`src/sv/gbp_pkg.sv`:
```
// gbp_pkg: shared types and constants for the gshare branch predictor
`timescale 1ns / 1ps

package gbp_pkg;

   // fixed field widths
   localparam int PC_W      = 32;
   localparam int CFG_W     = 4;
   localparam int CSR_IDX_W = 1;
   localparam int CNT_W     = 32;
   localparam int CTR_W     = 2;

   // register indexes of the csr port
   localparam logic [CSR_IDX_W-1:0] CSR_INDEX_BITS   = 1'b0;
   localparam logic [CSR_IDX_W-1:0] CSR_HISTORY_BITS = 1'b1;

   // register reset values
   localparam logic [CFG_W-1:0] INDEX_BITS_RST   = 4'd12;
   localparam logic [CFG_W-1:0] HISTORY_BITS_RST = 4'd0;

   // two-bit counter codes
   localparam logic [CTR_W-1:0] CTR_MIN        = 2'd0;
   localparam logic [CTR_W-1:0] CTR_WEAK_TAKEN = 2'd2;
   localparam logic [CTR_W-1:0] CTR_MAX        = 2'd3;

   // entries in the queue between front and back
   localparam int QUEUE_DEPTH = 4;

   typedef struct packed {
      logic [PC_W-1:0] branch_pc;
      logic            taken;
   } req_type;

   typedef struct packed {
      logic             predicted_taken;
      logic             mispredicted;
      logic [CNT_W-1:0] branch_total;
      logic [CNT_W-1:0] mispredict_total;
   } rsp_type;

endpackage

```
`src/sv/gbp_front.sv`:
```
// gbp_front: config registers, global history and table index for each accepted item
`timescale 1ns / 1ps

module gbp_front #(
   parameter int MAX_INDEX_BITS = 12
) (
   input  logic                         clock,
   input  logic                         reset,
   input  logic                         req_valid,
   output logic                         req_stall,
   input  gbp_pkg::req_type             req_data,
   input  logic                         csr_wr_en,
   input  logic [gbp_pkg::CSR_IDX_W-1:0] csr_index,
   input  logic [gbp_pkg::CFG_W-1:0]    csr_wdata,
   input  logic                         q_full,
   input  logic                         clearing,
   output logic                         push_vld,
   output logic [MAX_INDEX_BITS:0]      push_data
);
   import gbp_pkg::*;

   localparam int IW  = MAX_INDEX_BITS;
   localparam int MW0 = $clog2(MAX_INDEX_BITS + 1);
   localparam int MW  = (MW0 > CFG_W) ? MW0 : CFG_W;
   localparam logic [MW-1:0] MAX_M = MW'(IW);
   localparam logic [MW-1:0] ONE_M = MW'(1);

   logic [CFG_W-1:0] index_bits_ff;
   logic [CFG_W-1:0] history_bits_ff;
   logic [IW-1:0]    hist_ff;
   logic [IW-1:0]    hist_in;
   logic [MW-1:0]    index_bits_x;
   logic [MW-1:0]    history_bits_x;
   logic [MW-1:0]    m_eff;
   logic [MW-1:0]    n_eff;
   logic [IW-1:0]    m_mask;
   logic [IW-1:0]    n_mask;
   logic [IW-1:0]    hist_cur;
   logic [IW-1:0]    pc_bits;
   logic [IW-1:0]    hist_term;
   logic [IW-1:0]    idx;
   logic             accept;

   // back pressure from the queue and from the table clearing pass
   assign req_stall = q_full || clearing;
   assign accept    = req_valid && !req_stall;

   // effective index width and history length
   always_comb begin
      index_bits_x   = MW'(index_bits_ff);
      history_bits_x = MW'(history_bits_ff);
      priority if (index_bits_x == '0) begin
         m_eff = ONE_M;
      end else if (index_bits_x > MAX_M) begin
         m_eff = MAX_M;
      end else begin
         m_eff = index_bits_x;
      end
      n_eff = (history_bits_x > m_eff) ? m_eff : history_bits_x;
   end

   // index: pc bits xor history aligned to the top of the index
   always_comb begin
      m_mask    = ~({IW{1'b1}} << m_eff);
      n_mask    = ~({IW{1'b1}} << n_eff);
      hist_cur  = hist_ff & n_mask;
      pc_bits   = req_data.branch_pc[IW+1:2] & m_mask;
      hist_term = (hist_cur << (m_eff - n_eff)) & m_mask;
      idx       = pc_bits ^ hist_term;
      if (n_eff == '0) begin
         hist_in = '0;
      end else begin
         hist_in = (hist_cur >> 1) | (IW'(req_data.taken) << (n_eff - ONE_M));
      end
   end

   assign push_vld  = accept;
   assign push_data = {idx, req_data.taken};

   // config registers and history
   always_ff @(posedge clock) begin
      if (reset) begin
         index_bits_ff   <= INDEX_BITS_RST;
         history_bits_ff <= HISTORY_BITS_RST;
         hist_ff         <= '0;
      end else begin
         if (csr_wr_en) begin
            unique case (csr_index)
               CSR_INDEX_BITS:   index_bits_ff   <= csr_wdata;
               CSR_HISTORY_BITS: history_bits_ff <= csr_wdata;
               default:          ;
            endcase
         end
         if (accept) begin
            hist_ff <= hist_in;
         end
      end
   end

endmodule

```
`config.mk`:
```
export PLATFORM = sky130hd
export DESIGN_NAME = gbp_front
export DESIGN_NICKNAME = d
export VERILOG_FILES = /design/src/sv/gbp_pkg.sv /design/src/sv/gbp_front.sv
export SDC_FILE = /design/constraint.sdc
export NUM_CORES = 1
export LEC_CHECK = 0
export BUFFER_PORTS_ARGS = -buffer_cell sky130_fd_sc_hd__buf_2
export CORE_MARGIN = 3
export CORE_UTILIZATION = 40
export DETAILED_ROUTE_END_ITERATION = 10
export PLACE_DENSITY = 0.74
export SYNTH_ARGS = -nofsm -noshare
export SYNTH_HDL_FRONTEND = slang
export SYNTH_SLANG_ARGS = --single-unit
```
`constraint.sdc`:
```
create_clock -name clock -period 13.53 [get_ports clock]
set_clock_uncertainty 0.1 [all_clocks]
set_input_delay 1.353 -clock clock [delete_from_list [all_inputs] [get_ports clock]]
set_output_delay 1.353 -clock clock [all_outputs]
set_load 0.01 [all_outputs]
```
# Word level (Yosys, flattened, before mapping)
# Cells that the tools add are included.
# classes
n_addsub	2
multipliers	0
n_div	0
magnitude_cmp	2
eq_ne	0
n_shift	4
n_mux	4
bitwise	8
reduce_logical	7
# ops
operator	n
$and A12 B12 Y12	3
$not A12 Y12	2
$shl A12 B4 Y12 const A	2
$mux W12	1
$mux W4	3
$or A11 B12 Y12	1
$shl A1 B4 Y12	1
$shl A12 B4 Y12	1
$xor A12 B12 Y12	1
$logic_not A4 Y1	2
$gt A4 B4 Y1	1
$gt A4 B4 Y1 const B	1
$reduce_and A2 Y1	2
$sub A4 B1 Y4 const B	1
$sub A4 B4 Y4	1
$logic_and A1 B1 Y1	1
$logic_not A1 Y1	1
$logic_or A1 B1 Y1	1
$not A1 Y1	1
# word_totals
regBits	20
latchBits	0
mem_bits_rw	0
mem_bits_ro	0
in_bits	44
out_inout_bits	15
word_cells	30
memories	0

# Depth between registers and ports, before layout
# depth
word_depth	11
mapped_depth	24
depth_no_buf	20

# Worst setup path before layout
# OpenSTA, ideal clock, no wires.
# synth_path
path_type	reg2out
from	register index_bits_ff[3]
to	output push_data[10]
arrival_time_ns	4.341
required_time_ns	12.077
path_slack_ns	7.736
path_stages_with_launch	23
path_buffers	5
cell_sequence	dfxtp_1 -> clkbuf_1 -> clkbuf_1 -> nand2_1 -> a21oi_1 -> inv_1 -> ha_1 -> and4_1 -> a21oi_4 -> buf_6 -> nor2_1 -> a21o_1 -> inv_1 -> ha_1 -> inv_1 -> ha_1 -> clkbuf_1 -> clkbuf_1 -> nor2_1 -> a22oi_1 -> o32ai_1 -> o21a_1 -> nor4_2
# synth_between
elab_chain_cells	11
elab_cells_between_ends	16
classes_between	add/sub (1); order compare (2); shift (3); mux (3); bitwise (6); reduce/logical (1)
# synth_lines
element	line	rtl
from (decl)	gbp_front.sv:28	logic [CFG_W-1:0] index_bits_ff;
from (signal assigned)	gbp_front.sv:89	CSR_INDEX_BITS: index_bits_ff <= csr_wdata;
$gt A4 B4 Y1	gbp_front.sv:54	end else if (index_bits_x > MAX_M) begin
$mux W4	gbp_front.sv:54	
$mux W4 (*)	gbp_front.sv:52	priority if (index_bits_x == '0) begin
$gt A4 B4 Y1	gbp_front.sv:59	n_eff = (history_bits_x > m_eff) ? m_eff : history_bits_x;
$mux W4	gbp_front.sv:59	
$shl A12 B4 Y12	gbp_front.sv:65	n_mask = ~({IW{1'b1}} << n_eff);
$not A12 Y12	gbp_front.sv:65	
$and A12 B12 Y12	gbp_front.sv:66	hist_cur = hist_ff & n_mask;
$shl A12 B4 Y12	gbp_front.sv:68	hist_term = (hist_cur << (m_eff - n_eff)) & m_mask;
$and A12 B12 Y12	gbp_front.sv:68	
$xor A12 B12 Y12 (*)	gbp_front.sv:69	idx = pc_bits ^ hist_term;
to (decl)	gbp_front.sv:18	output logic [MAX_INDEX_BITS:0] push_data
# Mark *: on every way between the ends. The rest lies on a longest branch, timed or not.

# Worst setup path after layout
# layout_path
from	register index_bits_ff[2]
to	output push_data[9]
# The elaborated chain is that of the path after synthesis.

==> flow_metrics.tcl <==
set metrics [dict create \
    status "finished clean" \
    postCtsSetupBuffers 0 \
    core_area_mm2 0.00564 \
    clock-sinks 20 \
    clkLatencyLatePin_ps 260 \
    routabilityCongestion 0.928 \
    switchingPower_mw 0.0676 \
    multiInputGateArea_mm2 0.00183 \
    pwr-share-seq_pct 36.0 \
    end_kind "output pin" \
    vias_per_cell 6.27 \
    synth.avg_cell_area_um2 7.19 \
    synth_seq_cells 20 \
    cts_tree "done" \
    diodes 0 \
    reg2reg_slack_ps 8840 \
    drt_wl_total_mm 7.54 \
    rows 27 \
    hold_viol 0 \
    ys_seq_area_share_pct 16.7 \
    mappedNetlistNets 385 \
    synthToLayoutAreaGrowth_pct 9.38 \
    antenna_found_initial 0 \
    syn_inst 334 \
    htree_levels 1 \
    pre_cts_ws_ps 6660 \
    final_common_cell "nor2_1" \
    comb_power_share_pct 38.1 \
    cts_buffers 3 \
    initial_utilization_pct 42.6 \
    die_h_um 83.5 \
    layout_setup_ws_ps 6200 \
    ff2ff_path_depth 16 \
    tns_ps 0 \
    drive_gt1_share_pct 17.7 \
    max_stage_delay_ps 710 \
    r2r-end "hist_ff[3]" \
    crit_chain "nand2_1 -> a21oi_1 -> inv_1 -> ha_1 -> nor2b_4 -> o211ai_2 -> a21oi_4 -> nor2_1 -> a21o_1 -> inv_1 -> ha_1 -> inv_1 -> ha_1 -> inv_1 -> or4b_1 -> and4_1 -> a211oi_2 -> xnor2_1 -> nor2_1 -> buf_2" \
    ctsResizeCount 0 \
    die-area_mm2 0.00697 \
    critPathLaunchType "flip-flop" \
    cellInternalPower_mw 0.110 \
    synth_enable_flop_cells 0 \
    finalSetupViolations 0 \
    crit_slowest_cell "dfxtp_1" \
    async_flop_share_pct 0 \
    die_w_um 83.5 \
    crit_start "index_bits_ff[2]" \
    crit_end "push_data[9]" \
    drt_iter0_drc 235 \
    fin_crit_ps 7330 \
    pin_count 59 \
    cts_root_buffer "clkbuf_8" \
    fmax_ghz 0.136 \
    path_clk_slew_ps 80 \
    place.port_buffers 38 \
    reg2reg_from "index_bits_ff[2]" \
    power.density_mw_per_mm2 67.6 \
    ir_drop_mv 0.0430 \
    synth_area_mm2 0.00240 \
    finalCritPeriodShare_pct 54.1 \
    hold_path_depth 2 \
    p_leak_nw 0.987 \
    clockBufferDepth 2 \
    nFillCells 599 \
    crit_arrival_ps 5870 \
    dr.pass1.iters 5 \
    yosys_most_used_dff "dfxtp_1" \
    hp-class "reg -> reg" \
    max_cap_violations 0 \
    grt-ovfl-total 0 \
    ys_types 69 \
    yosysWarnings 0 \
    rsz0062_at_grt "false" \
    clkPwrFrac_pct 25.9 \
    fin_util_pct 46.6 \
    drc 0 \
    antenna_left 0 \
    num_vias 2678 \
    cts_hold_buf 0 \
    grt_pass1_vias 2394 \
    layout_common_cells "nor2_1, buf_2, nand2_1" \
    regArea_um2 400 \
    worst-setup-path-type "reg -> out" \
    dpl.hpwl_mm 5.75 \
    avgRoutedWirePerCell_um 17.7 \
    cp_max_fo 20 \
    track_usage_pct 21.2 \
    drv_slew 0 \
    final_nets 407 \
    cpMostUsedCell "inv_1" \
    grt_pass1_wl_mm 12.2 \
    p_sw_share_pct 38.1 \
    grt_max_degree 21 \
    max-slew-margin-rel_pct 42.4 \
    timing.hold.ws_ps 419 \
    cp.required_ps 12080 \
    tightest_slew_ps 858 \
]
==> layout make-up <==
class                   count  area share [%]
well taps                  72            3.43
clock buffers               4            2.10
multi-input cells         277            69.7
inverters                  16            2.29
flip-flops and latches     20            15.2
repair buffers             38            7.24
==> state kept, by name (all words and copies together) (netlist names) <==
name	flops
hist_ff	12
history_bits_ff	4
index_bits_ff	4
==> metal layers <==
layer / vias to the layer above / track usage (%) / share of wire [%]
met5: - / 0 / 0
met1: 1242 / 30.6 / 45
met2: 131 / 32.9 / 45
met4: 0 / 7.02 / 2.8
met3: 20 / 2.17 / 7.4
li1: 1285 / - / -
==> logic make-up (layout without fill, tap and decap cells) <==
kind of cell             after synthesis  count (layout)  share of synthesized area, %
multiplexers                           8               8                          3.54
buffers and inverters                 37              58                          7.09
XOR/XNOR                              14              14                          5.11
AND/OR/NAND/NOR                      129             129                          26.5
AO/OA/AOI/OAI                        118             118                          37.0
adder cells (fa/ha/maj)                8               8                          4.12
flip-flops                            20              20                          16.7
==> Yosys cell counts, drive strengths merged, types with 5 or more instances <==
master / count / share of area (%)
o21ai: 17 / 4.0
nand2: 34 / 5.3
o31ai: 9 / 3.0
nor2b: 6 / 1.9
clkbuf: 11 / 1.7
a21oi: 26 / 6.2
o211ai: 5 / 1.8
nor3: 11 / 2.3
xnor2: 10 / 3.6
nor2: 39 / 6.1
nand3: 11 / 2.3
ha: 7 / 3.6
inv: 16 / 2.5
mux2i: 7 / 3.1
a22oi: 13 / 4.3
a211oi: 10 / 4.3
buf: 10 / 2.9
dfxtp: 20 / 17
==> critical path: cells and delay by family, from the launching register on <==
family | cells | cell delay (ps)
DFF | 1 | 710
and+or+nand+nor | 6 | 1340
adders and majority gates | 3 | 1140
buffers and inverters | 5 | 770
AOI/OAI and AO/OA | 5 | 1480
xor gates and xnor gates | 1 | 140
==> through the flow <==
| stage | power, mW | cell area (um^2) | std cells |
|---|---|---|---|
| CTS | 0.177 | 2630 | 427 |
| finish | 0.177 | 2630 | 427 |
| floorplan | 0.113 | 2400 | 334 |
| detailed placement | 0.131 | 2570 | 423 |
| global route | 0.190 | 2630 | 427 |
| global placement | 0.130 | 2570 | 423 |
==> how the worst min path moves through the flow <==
stage	from	slack, ps	to
floorplan	hist_ff[0]	350	hist_ff[0]
global placement	hist_ff[0]	400	hist_ff[0]
detailed placement	hist_ff[9]	410	hist_ff[9]
CTS	hist_ff[0]	420	hist_ff[0]
global route	hist_ff[1]	450	hist_ff[1]
finish	hist_ff[0]	420	hist_ff[0]
==> power by group through the flow <==
| stage | registers, mW | logic [mW] | clock network [mW] |
|---|---|---|---|
| after floorplan | 0.0621 | 0.0509 | 0 |
| after global routing | 0.0641 | 0.0744 | 0.0512 |
| after detailed placement | 0.0651 | 0.0661 | 0 |
| final | 0.0639 | 0.0676 | 0.0460 |
| after CTS | 0.0637 | 0.0664 | 0.0473 |
| after global placement | 0.0650 | 0.0647 | 0 |
No activity file was read; power rests on OpenSTA's default activity.
