## src/sv/gbp_queue.sv

```systemverilog
// gbp_queue: small fifo that decouples index generation from the table update
`timescale 1ns / 1ps

module gbp_queue #(
   parameter int WIDTH = 13,
   parameter int DEPTH = 4
) (
   input  logic             clock,
   input  logic             reset,
   input  logic             push,
   input  logic [WIDTH-1:0] push_data,
   input  logic             pop,
   output logic             q_vld,
   output logic             q_full,
   output logic [WIDTH-1:0] q_data
);
   localparam int PW = (DEPTH > 1) ? $clog2(DEPTH) : 1;
   localparam int CW = $clog2(DEPTH + 1);
   localparam logic [PW-1:0] LAST = PW'(DEPTH - 1);
   localparam logic [CW-1:0] FULL = CW'(DEPTH);

   logic [WIDTH-1:0] slot_ff [DEPTH];
   logic [PW-1:0]    wr_ptr_ff;
   logic [PW-1:0]    rd_ptr_ff;
   logic [CW-1:0]    count_ff;

   assign q_vld  = (count_ff != '0);
   assign q_full = (count_ff == FULL);
   assign q_data = slot_ff[rd_ptr_ff];

   // storage
   always_ff @(posedge clock) begin
      if (push) begin
         slot_ff[wr_ptr_ff] <= push_data;
      end
   end

   // pointers and fill count
   always_ff @(posedge clock) begin
      if (reset) begin
         wr_ptr_ff <= '0;
         rd_ptr_ff <= '0;
         count_ff  <= '0;
      end else begin
         if (push) begin
            wr_ptr_ff <= (wr_ptr_ff == LAST) ? '0 : wr_ptr_ff + 1'b1;
         end
         if (pop) begin
            rd_ptr_ff <= (rd_ptr_ff == LAST) ? '0 : rd_ptr_ff + 1'b1;
         end
         if (push && !pop) begin
            count_ff <= count_ff + 1'b1;
         end else if (pop && !push) begin
            count_ff <= count_ff - 1'b1;
         end
      end
   end

   // no overflow and no underflow
   a_no_push_full: assert property (@(posedge clock) disable iff (reset)
      q_full |-> !push || pop)
      else $error("item pushed into a full queue");

   a_no_pop_empty: assert property (@(posedge clock) disable iff (reset)
      pop |-> q_vld)
      else $error("item popped from an empty queue");

endmodule

```

## config.mk

```make
export PLATFORM = sky130hd
export DESIGN_NAME = gbp_queue
export DESIGN_NICKNAME = d
export VERILOG_FILES = /design/src/sv/gbp_queue.sv
export SDC_FILE = /design/constraint.sdc
export NUM_CORES = 1
export LEC_CHECK = 0
export BUFFER_PORTS_ARGS = -buffer_cell sky130_fd_sc_hd__buf_4
export CORE_ASPECT_RATIO = 1.2
export CORE_MARGIN = 3
export CORE_UTILIZATION = 50
export CTS_BUF_LIST = sky130_fd_sc_hd__clkbuf_16
export DETAILED_ROUTE_END_ITERATION = 7
export HOLD_SLACK_MARGIN = 0.1
export PLACE_DENSITY = 0.73
export SYNTH_ARGS = -nofsm -noshare
export SYNTH_HDL_FRONTEND = slang
export SYNTH_SLANG_ARGS = --single-unit
```

## constraint.sdc

```tcl
create_clock -name clock -period 1.3 [get_ports clock]
set_input_delay 0.13 -clock clock [delete_from_list [all_inputs] [get_ports clock]]
set_output_delay 0.13 -clock clock [all_outputs]
set_load 0.01 [all_outputs]
```

# Word level (Yosys, flattened, before mapping)
# Memories as Yosys holds them, arrays and structs flattened. A register that Yosys moved wholly into a read port is not among the register bits.
# Cells that the tools add are included.
# W data, S select, Z words.
[totals] ram_bits=52 out_inout_bits=15 mem_count=1 reg_bits=7
[classes] n_reduce_logical=6 addsub=4 n_mux=8 n_eq_ne=3
[mem_list] name="slot_ff" depth=4 word_bits=13 read_ports=1 rd_ports_with_merged_regs=1 write_ports=1 line_no="22" text="logic [WIDTH-1:0] slot_ff [DEPTH];"
[ops] operator="$mux W2" count=4
[ops] operator="$mux W3" count=2
[ops] operator="$add A2 B1 Y2 const B" count=2
[ops] operator="$eq A2 B2 Y1 const B" count=2
[ops] operator="$add A3 B1 Y3 const B" count=1
[ops] operator="$eq A3 B3 Y1 const B" count=1
[ops] operator="$reduce_bool A3 Y1" count=1
[ops] operator="$sub A3 B1 Y3 const B" count=1
[ops] operator="$logic_and A1 B1 Y1" count=2
[ops] operator="$logic_not A1 Y1" count=2
[ops] operator="$mux W1" count=2
[ops] operator="$reduce_bool A2 Y1" count=1

# Logic depth before layout (Yosys ltp)
# Gate-level depths: netlist (run 1).
[depth] word_depth=4 depth_mapped=7 ltp_nobuf=7

# Worst setup path after synthesis (run 1)
# OpenSTA, ideal clock, no wires.
[synth_timing] path_type="input port to flip-flop" startpoint="input port pop" endpoint="register count_ff[2]" arrival_time_ns=1.322 cell_stages=7 slack_ns=-0.092 n_path_buf=0 setup_ns=0.070 cell_sequence="inv_1 -> ha_1 -> inv_1 -> fa_1 -> xor2_1 -> or3_1 -> a21oi_1"
[synth_between] elab_chain_cells=3 word_cells_on_any_way=5 cone_classes="mux: 1; reduce/logical: 4"
[synth_rtl] element="start, declared" line_no="12" text="input logic pop,"
[synth_rtl] element="$logic_not A1 Y1" line_no="51" text="if (push && !pop) begin"
[synth_rtl] element="$logic_and A1 B1 Y1" line_no="51"
[synth_rtl] element="$mux W3 or $reduce_bool A2 Y1 (tied branches)"
[synth_rtl] element="end signal, assigned" line_no="52" text="count_ff <= count_ff + 1'b1;"
[synth_rtl] element="end signal, assigned" line_no="54" text="count_ff <= count_ff - 1'b1;"
[synth_rtl] element="end, declared" line_no="25" text="logic [CW-1:0] count_ff;"
# Parallel ways exist; a longest one is shown, timed or not.
# A chain may end at the register's enable or synchronous reset.

==> flow_metrics.py, run 1 <==
metrics = {
    "worst_hold_path": {
        "worst_hold_path_type": "input port to register",
    },
    "worst_setup_path": {
        "slowest_delay_ns": 0.52,
        "critPathBufInv": 2,
        "r2r_end": "count_ff[2]",
        "cp_data_arrival_time_ns": 1.47,
        "worstSetupPathType": "register to output pin",
        "crit_cells": 3,
        "cp_cell_sequence": "buf_8 > mux4_2 > buf_6",
        "crit_path_end_kind": "output pin",
        "cp-start-kind": "register",
        "slowest_stage": "mux4_2",
        "r2r_slack_ns": -0.09,
        "crit_family": "multiplexers",
        "critPathCapture": "q_data[10]",
        "r2r_start": "count_ff[0]",
        "rr_worst_depth": 4,
        "worstPathMaxFanout": 6,
        "required_ns": 1.17,
    },
    "detailed_routing": {
        "wl_per_cell_um": 17.76,
        "dr.pass1.iters": 4,
        "antenna_left": 0,
        "drt_iter0_drc": 77,
        "drc_errors": 0,
        "vias": 1279,
        "vias_per_cell": 5.242,
        "routed_wl_um": 4333,
    },
    "layout": {
        "num_antenna_cells": 0,
        "mostFrequentLayoutCells": "52 x edfxtp_1, 29 x buf_4, 18 x buf_6",
        "n_fill_cell": 280,
        "final_util_pct": 74.63,
        "fin_nets": 207,
        "multi_input_area_um2": 568.0,
        "seqCellArea_um2": 1752,
        "layout-drive-gt1-share_pct": 44.15,
        "syn_to_final_growth_pct": 40.01,
        "final_area_um2": 3253,
        "layoutNonFillerInstCount": 244,
        "layout_commonest_cell": "edfxtp_1",
    },
    "sta": {
        "slew_viol_final": 0,
        "rsz0062_at_grt": "true",
        "hold_viol_final": 0,
        "setup_viol": 15,
        "setup_ws_ns": -0.2999,
        "fmax_ghz": 0.6250,
        "fin_crit_sh_pct": 123.1,
        "min_period_ns": 1.600,
        "finClkSkew_ns": 0.004550,
        "relSlewSlack_pct": 85.74,
        "worst_slew_pin_slew_ns": 0.2117,
    },
    "clock_tree": {
        "cts-root-buf": "clkbuf_16",
        "cts_tree": "built",
        "cts_max_level": 3,
        "cts_made_buffers": 9,
        "clkTransAtPathRegs_ns": 0.05,
        "clock_path_buffers": 2,
        "clk_latency_ns": 0.32,
        "cts.sinks": 61,
    },
    "floorplan": {
        "fp.coreArea_um2": 4359,
        "die_height_um": 80.68,
        "rows": 26,
        "die_w_um": 68.23,
        "die_area_um2": 5504,
        "io_pins": 32,
        "initial_core_util_pct": 53.30,
    },
    "logic_synthesis": {
        "synth.area.top_cells": "edfxtp_1 67%, mux4_2 9.7%, dfxtp_1 7.8%, mux4_1 3.4%, ha_1 3.2%",
        "syn-cell-area_um2": 2323,
        "synth_cells": 111,
        "synth_area_per_cell_um2": 20.93,
        "synth_cell_types": 17,
        "yosys.area.top_type_share_pct": 67.21,
        "ys_seq_elements": 61,
        "synth_top_area_cell": "edfxtp_1",
        "synth-warning-count": 0,
        "ys_seq_area_share_pct": 74.96,
        "syn-num-nets": 135,
    },
    "power_and_ir_drop": {
        "p_leak_nw": 1.232,
        "powerDensity_nw_per_um2": 1507,
        "max-vdd-ir-drop_mv": 1.099,
        "power_mw": 4.904,
    },
    "global_routing": {
        "grt_overflow_total": 0,
        "track_usage_pct": 18.88,
        "grt_pass1_vias": 1425,
        "antenna_found_initial": 0,
        "grt_max_degree": 14,
        "grt_pass1_wl_um": 6948,
    },
    "placed_design": {
        "dp.cells": 213,
        "dp_hpwl_um": 2848,
        "numPortBuffers": 31,
        "placed_cell_area_um2": 2766,
        "gp_congestion": 0.7275,
    },
    "run_status": {
        "violations": "negative setup slack",
        "status": "complete, but fails checks",
    },
    "flow_run": {
        "cap_violations": 0,
    },
}
state kept, by name (all words and copies together), names as in the netlist, named ones only:
register and cells:
count_ff 3, rd_ptr_ff 2, slot_ff 52, wr_ptr_ff 2
metal layers:
metal	wire, um	global-route usage [%]	vias up
met1	1553	18.80	649
met4	30	6.362	0
met3	204	7.972	4
met2	2544	34.14	39
met5	0	0	-
li1	-	-	587
cells in the mapped netlist:
| master | count |
|---|---|
| a21oi_1 | 2 |
| and2_1 | 4 |
| buf_2 | 1 |
| buf_6 | 1 |
| dfxtp_1 | 9 |
| edfxtp_1 | 52 |
| fa_1 | 1 |
| ha_1 | 6 |
| inv_1 | 4 |
| mux2i_1 | 4 |
| mux4_1 | 3 |
| mux4_2 | 10 |
| nor2_1 | 7 |
| nor3b_1 | 2 |
| o21ai_0 | 1 |
| or3_1 | 2 |
| xor2_1 | 2 |
what timing repair did:
item,CTS,global route
resized for setup,13,18
hold endpoints to repair,61,0
hold buffers,14,0
endpoints found under the setup margin,16,47
gates cloned,0,0
pin swaps,4,2
setup buffers,1,0
stage by stage:
| stage | setup WS, ns | TNS [ns] | hold slack, ns |
|---|---|---|---|
| floorplan | -0.02755 | -0.02755 | 0.1950 |
| global placement | -0.1542 | -0.3838 | 0.3291 |
| detailed placement | -0.2262 | -0.5417 | 0.3336 |
| CTS | -0.3372 | -4.328 | 0.1918 |
| global route | -0.3615 | -4.640 | 0.2283 |
| finish | -0.2999 | -3.844 | 0.1963 |
worst min-delay path by stage:
| stage | slack [ns] | startpoint | cells past startpoint | endpoint |
|---|---|---|---|---|
| 6_report | 0.20 | pop | 4 | register |
| 5_1_grt | 0.23 | pop | 4 | register |
| 4_1_cts | 0.19 | pop | 4 | register |
| 3_5_place_dp | 0.33 | push_data[6] | 1 | slot_ff[3][6] |
| 3_3_place_gp | 0.33 | push_data[6] | 1 | slot_ff[3][6] |
| 2_1_floorplan | 0.19 | reset | 1 | count_ff[0] |
area by class of cell:
| class | count | share of cell area [%] |
|---|---|---|
| Multi-Input combinational cell | 44 | 17.46 |
| Clock inverter | 7 | 0.8462 |
| Tap cell | 56 | 2.154 |
| Inverter | 4 | 0.4615 |
| Clock buffer | 9 | 6.923 |
| Sequential cell | 61 | 53.85 |
| Timing Repair Buffer | 63 | 18.31 |
cells by family (layout without fill, tap and decap cells):
| group | after synthesis | in the layout | share of synthesized area, % |
|---|---|---|---|
| muxes | 17 | 17 | 14.81 |
| xor gates and xnor gates | 2 | 2 | 0.7540 |
| buffers and inverters | 6 | 83 | 1.346 |
| AOI/OAI and AO/OA | 3 | 3 | 0.6460 |
| adders and majority gates | 7 | 7 | 4.093 |
| and+or+nand+nor | 15 | 15 | 3.392 |
| DFF | 61 | 61 | 74.96 |
power by group:
group | internal (mW) | switching [mW]
Sequential | 2.24 | 0.0501
Clock | 1.23 | 0.699
Combinational | 0.402 | 0.277
Total | 3.88 | 1.03
worst register-to-register path, delay by kind of cell, from the launching register on:
family | cells | cell delay, ns
adders and majority gates | 1 | 0.36
DFF | 1 | 0.35
and+or+nand+nor | 1 | 0.32
xor gates and xnor gates | 1 | 0.16
AOI/OAI and AO/OA | 1 | 0.12
(Power assumes the default switching activity.)
==> run 2: changes to the inputs <==
--- a/config.mk
+++ b/config.mk
@@ -7,7 +7,6 @@
 export LEC_CHECK = 0
 export BUFFER_PORTS_ARGS = -buffer_cell sky130_fd_sc_hd__buf_4
 export CORE_ASPECT_RATIO = 1.2
-export CORE_MARGIN = 3
 export CORE_UTILIZATION = 50
 export CTS_BUF_LIST = sky130_fd_sc_hd__clkbuf_16
 export DETAILED_ROUTE_END_ITERATION = 7
==> run 2 against run 1 <==
The flow still finishes with violations (negative setup slack); routed wire length increased by 2.6%; worst hold slack lost 0.010 ns; global-route usage up 2.0 points; sequential power barely moved; combinational power is 6.0% higher; clock power increased by 33%; maximum frequency is 3.2% lower; non-clock buffer count grew 1; count of clock-buffer cells in the layout unchanged; via count up 0.78%; critical endpoint unchanged.
==> flow_metrics.py, run 2 (synthesis gave the netlist of run 1 again) <==
metrics = {
    "layout": {
        "layoutNonFillerInstCount": 245,
        "layout_commonest_cell": "edfxtp_1",
        "syn_to_final_growth_pct": 46.31,
        "layout-drive-gt1-share_pct": 48.68,
        "regMostFlops": "slot_ff",
        "largest_register_ffs": 52,
        "final_util_pct": 77.99,
        "fin_nets": 208,
        "mostFrequentLayoutCells": "52 x edfxtp_1, 24 x buf_4, 22 x buf_6",
        "reg.largest.list": "slot_ff (52), count_ff (3)",
        "num_antenna_cells": 0,
    },
    "detailed_routing": {
        "drc_errors": 0,
        "wl_per_cell_um": 18.15,
        "drt_iter0_drc": 32,
        "dr.pass1.iters": 4,
        "antenna_left": 0,
        "routed_wl_um": 4446,
        "vias": 1289,
        "vias_per_cell": 5.261,
    },
    "floorplan": {
        "die_area_um2": 4925,
        "die_height_um": 76.68,
        "die_w_um": 64.23,
        "rows": 26,
        "initial_core_util_pct": 53.30,
        "fp.coreArea_um2": 4359,
        "io_pins": 32,
    },
    "clock_tree": {
        "clkTransAtPathRegs_ns": 0.05,
        "clock_path_buffers": 2,
        "cts_max_level": 3,
        "cts.sinks": 61,
        "cts-root-buf": "clkbuf_16",
        "cts_tree": "built",
        "cts_made_buffers": 9,
        "clk_latency_ns": 0.32,
    },
    "power_and_ir_drop": {
        "power_mw": 5.583,
        "p_sw_share_pct": 19.19,
        "share_comb_of_total_power_pct": 12.9,
        "max-vdd-ir-drop_mv": 1.384,
        "power.internal_mw": 4.512,
        "pwr-share-seq_pct": 41.0,
        "p_switching_mw": 1.071,
        "powerDensity_nw_per_um2": 1642,
        "p_leak_nw": 1.277,
        "clkPwrFrac_pct": 46.1,
    },
    "global_routing": {
        "track_usage_pct": 20.88,
        "antenna_found_initial": 0,
        "grt_pass1_wl_um": 6934,
        "grt_pass1_vias": 1388,
        "grt_overflow_total": 0,
        "grt_max_degree": 14,
    },
    "sta": {
        "setup_viol": 16,
        "min_period_ns": 1.653,
        "setup_ws_ns": -0.3530,
        "fmax_ghz": 0.6050,
        "finClkSkew_ns": 0.006500,
        "fin_crit_sh_pct": 127.2,
        "holdWs_ns": 0.1858,
        "relSlewSlack_pct": 85.58,
        "worst_slew_pin_slew_ns": 0.2140,
        "rsz0062_at_grt": "true",
        "slew_viol_final": 0,
        "hold_viol_final": 0,
    },
    "placed_design": {
        "pre_cts_ws_ns": -0.2253,
        "dp_hpwl_um": 2609,
        "gp_congestion": 0.6873,
        "dp.cells": 213,
        "numPortBuffers": 31,
    },
    "worst_hold_path": {
        "worst_hold_path_type": "input port to register",
    },
    "worst_setup_path": {
        "required_ns": 1.17,
        "crit_top_cell": "buf_6",
        "cp_data_arrival_time_ns": 1.52,
        "slowest_delay_ns": 0.51,
        "worstSetupPathType": "register to output pin",
        "slowest_stage": "mux4_2",
        "worstPathMaxFanout": 4,
        "crit_path_end_kind": "output pin",
        "cp_cell_sequence": "buf_6 > mux4_2 > buf_6",
        "cp-start-kind": "register",
    },
    "run_status": {
        "status": "complete, but fails checks",
        "violations": "negative setup slack",
    },
    "flow_run": {
        "cap_violations": 0,
    },
}
## run 2: worst paths after layout
kind	slack, ns	endpoint	cells past startpoint	from
min	0.19	register	4	pop
max reg2reg	-0.11	count_ff[2]	4	count_ff[0]
min reg2reg	0.55	register	2	rd_ptr_ff[0]
max	-0.35	q_data[10]	3	register
## run 2: worst max-delay path, delay by kind of cell, from the launching register on
family                 cells  cell delay (ns)
muxes                      1             0.51
DFF                        1             0.40
buffers and inverters      2             0.28
## run 2: final cells by class
type	count	area, um2
sequential	61	1748
fill	249	959.7
timing repair buffer	64	650.6
multi-input combinational	44	583.1
clock buffer	9	225.2
clock inverter	7	105.1
tap	56	70.07
inverter	4	17.52
## run 2: through the flow
step                      instance area, um2  TNS [ns]
after floorplan                         2340  -0.02755
after global placement                  2779    -2.620
after detailed placement                2779    -3.270
after CTS                               3362    -4.811
after global routing                    3400    -5.610
final                                   3400    -4.560
## run 2: metal layers
metal,share of wire (%),up-vias,wire [um],GRT usage (%)
met1,37,663,1639,22.57
met5,0,-,0,0
met3,3.9,6,174,9.226
met2,58,33,2592,34.89
met4,0.88,0,39,9.556
li1,-,587,-,-
## run 2: timing repair
item                       4_1_cts  5_1_grt
pin swaps                        1        2
gates resized for setup         31       12
setup buffers                    1        0
setup endpoints to repair       54       61
hold endpoints to repair        61        0
gates cloned                     1        0
hold buffers                    14        0
## run 2: power groups by stage
stage / clock (mW) / combinational (mW) / sequential [mW]
2_1_floorplan: 0 / 0.269 / 2.31
3_5_place_dp: 0 / 0.559 / 2.31
5_1_grt: 2.71 / 0.772 / 2.30
6_report: 2.57 / 0.720 / 2.29
3_3_place_gp: 0 / 0.538 / 2.31
4_1_cts: 2.61 / 0.702 / 2.29
==> run 3: changes to the inputs <==
--- a/config.mk
+++ b/config.mk
@@ -6,12 +6,15 @@
 export NUM_CORES = 1
 export LEC_CHECK = 0
 export BUFFER_PORTS_ARGS = -buffer_cell sky130_fd_sc_hd__buf_4
+export CELL_PAD_IN_SITES_DETAIL_PLACEMENT = 0
+export CELL_PAD_IN_SITES_GLOBAL_PLACEMENT = 1
 export CORE_ASPECT_RATIO = 1.2
-export CORE_UTILIZATION = 50
+export CORE_UTILIZATION = 48
 export CTS_BUF_LIST = sky130_fd_sc_hd__clkbuf_16
 export DETAILED_ROUTE_END_ITERATION = 7
+export GPL_TIMING_DRIVEN = 0
 export HOLD_SLACK_MARGIN = 0.1
-export PLACE_DENSITY = 0.73
+export PLACE_DENSITY = 0.76
 export SYNTH_ARGS = -nofsm -noshare
 export SYNTH_HDL_FRONTEND = slang
 export SYNTH_SLANG_ARGS = --single-unit
==> constraint.sdc (replaced) <==
create_clock -name clock -period 1.6 [get_ports clock]
set_input_delay 0.16 -clock clock [delete_from_list [all_inputs] [get_ports clock]]
set_output_delay 0.16 -clock clock [all_outputs]
set_load 0.01 [all_outputs]
==> run 3 against run 2 <==
The flow still finishes with violations (negative setup slack); core utilization fell by 11 points; count of clock-buffer cells in the layout did not move; first-iteration DRC count rose by 44%; critical path depth did not move; largest power group is now registers.
==> flow_metrics.py, run 3 (synthesis gave the netlist of run 1 again) <==
metrics = {
    "global_routing": {
        "grt_max_degree": 14,
        "grt_overflow_total": 0,
        "antenna_found_initial": 0,
        "grt_pass1_wl_um": 6458,
        "track_usage_pct": 18.49,
        "grt_pass1_vias": 1284,
    },
    "worst_hold_path": {
        "min_from": "push",
        "whs_endpoint": "wr_ptr_ff[1]",
        "worst_hold_path_type": "input port to register",
        "hold_depth": 3,
    },
    "clock_tree": {
        "cts.sinks": 61,
        "cts_tree": "built",
        "cts_max_level": 3,
        "cts-root-buf": "clkbuf_16",
        "clk_latency_ns": 0.32,
        "clock_path_buffers": 2,
        "cts_made_buffers": 9,
        "clkTransAtPathRegs_ns": 0.05,
    },
    "layout": {
        "syn_to_final_growth_pct": 34.09,
        "layoutNonFillerInstCount": 232,
        "final_util_pct": 67.32,
        "layout_commonest_cell": "edfxtp_1",
        "largest_register_ffs": 52,
        "n_fill_cell": 288,
        "layout-drive-gt1-share_pct": 35.06,
        "mostFrequentLayoutCells": "52 x edfxtp_1, 19 x buf_4, 14 x dlygate4sd3_1, 14 x buf_6, 13 x mux4_2",
        "regMostFlops": "slot_ff",
        "num_antenna_cells": 0,
        "fin_nets": 193,
        "reg.largest.list": "slot_ff (52), count_ff (3)",
    },
    "sta": {
        "worst_slew_pin_slew_ns": 0.6854,
        "fin_setup_tns_ns": -0.7129,
        "rsz0062_at_grt": "true",
        "relSlewSlack_pct": 54.30,
        "holdWs_ns": 0.1483,
        "fin_crit_sh_pct": 104.7,
        "fmax_ghz": 0.5968,
        "slew_viol_final": 0,
        "min_period_ns": 1.676,
        "setup_viol": 13,
        "setup_ws_ns": -0.07563,
        "hold_viol_final": 0,
        "finClkSkew_ns": 0.004012,
    },
    "power_and_ir_drop": {
        "powerDensity_nw_per_um2": 1263,
        "p_leak_nw": 1.155,
        "max-vdd-ir-drop_mv": 0.7511,
    },
    "floorplan": {
        "die_area_um2": 5124,
        "io_pins": 32,
        "die_height_um": 78.22,
        "rows": 27,
        "die_w_um": 65.51,
        "fp.coreArea_um2": 4628,
        "initial_core_util_pct": 50.20,
    },
    "flow_run": {
        "cap_violations": 0,
    },
    "worst_setup_path": {
        "worstPathMaxFanout": 5,
        "r2r_end": "slot_ff[1][6]",
        "r2r_slack_ns": 0.10,
        "cp-start-kind": "register",
        "r2r_start": "wr_ptr_ff[0]",
        "worstSetupPathType": "register to output pin",
        "crit_path_end_kind": "output pin",
        "required_ns": 1.44,
        "cp_data_arrival_time_ns": 1.52,
        "rr_worst_depth": 2,
    },
    "detailed_routing": {
        "wl_per_cell_um": 17.55,
        "vias_per_cell": 5.181,
        "drt_iter0_drc": 46,
        "antenna_left": 0,
        "drc_errors": 0,
        "dr.pass1.iters": 4,
        "vias": 1202,
        "routed_wl_um": 4072,
    },
    "placed_design": {
        "numPortBuffers": 31,
        "dp_hpwl_um": 2422,
        "dp.cells": 200,
        "gp_congestion": 0.6525,
        "pre_cts_ws_ns": -0.05594,
    },
    "run_status": {
        "status": "complete, but fails checks",
        "violations": "negative setup slack",
    },
}
-- run 3: changes by cell type in the layout (fill, tap and decap cells not counted), sizes merged --
cell    delta
buf       -15
bufinv     -3
inv        +2
clkinv     +1
-- run 3: report_power, final --
group	leakage [nW]	total, mW	internal, mW	switching (mW)
Combinational	0.469	0.468	0.272	0.196
Sequential	0.553	1.86	1.82	0.0457
Clock	0.133	1.60	1.00	0.600
-- run 3: worst max-delay path by stage --
stage          cells past startpoint          end  startpoint  slack [ns]
4_1_cts                            3    q_data[2]    register       -0.09
6_report                           3    q_data[2]    register       -0.08
3_3_place_gp                       8  count_ff[2]         pop       -0.01
3_5_place_dp                       8  count_ff[2]         pop       -0.06
2_1_floorplan                      7  count_ff[2]         pop        0.18
5_1_grt                            3   q_data[10]    register       -0.11
-- run 3: critical path, cell delays in order (launching register included) --
cell     delay [ns]
dfxtp_4        0.40
buf_12         0.13
mux4_2         0.52
buf_6          0.14
-- run 3: metal layers --
layer  routed length (um)  share of wire (%)  global-route usage (%)  up-vias
met2                 2174                 53                   29.48       30
met5                    0                  0                       0        -
li1                     -                  -                       -      558
met4                   99                2.4                   10.43        0
met3                  147                3.6                   5.669        9
met1                 1651                 41                   22.03      605
-- run 3: what timing repair did --
item	CTS	global route
endpoints found under the setup margin	13	52
hold endpoints to repair	61	0
hold buffers	14	0
pin swaps	0	0
buffers inserted	1	0
cloned	1	0
gates resized for setup	23	3
-- run 3: layout make-up --
cell class | count | area, um2 | share of cell area (%)
clock inverters | 7 | 26.28 | 0.8434
plain buffers | 2 | 27.53 | 0.8835
flip-flops and latches | 61 | 1745 | 56.02
clock buffers | 9 | 225.2 | 7.229
well taps | 58 | 72.57 | 2.329
multi-input cells | 44 | 543.0 | 17.43
inverters | 4 | 15.01 | 0.4819
repair buffers | 47 | 460.4 | 14.78
-- run 3: per-stage QoR --
stage	power, mW	cell area [um2]
global route	4.069	3115
floorplan	2.089	2323
global placement	2.249	2629
detailed placement	2.276	2629
CTS	3.953	3112
finish	3.934	3115
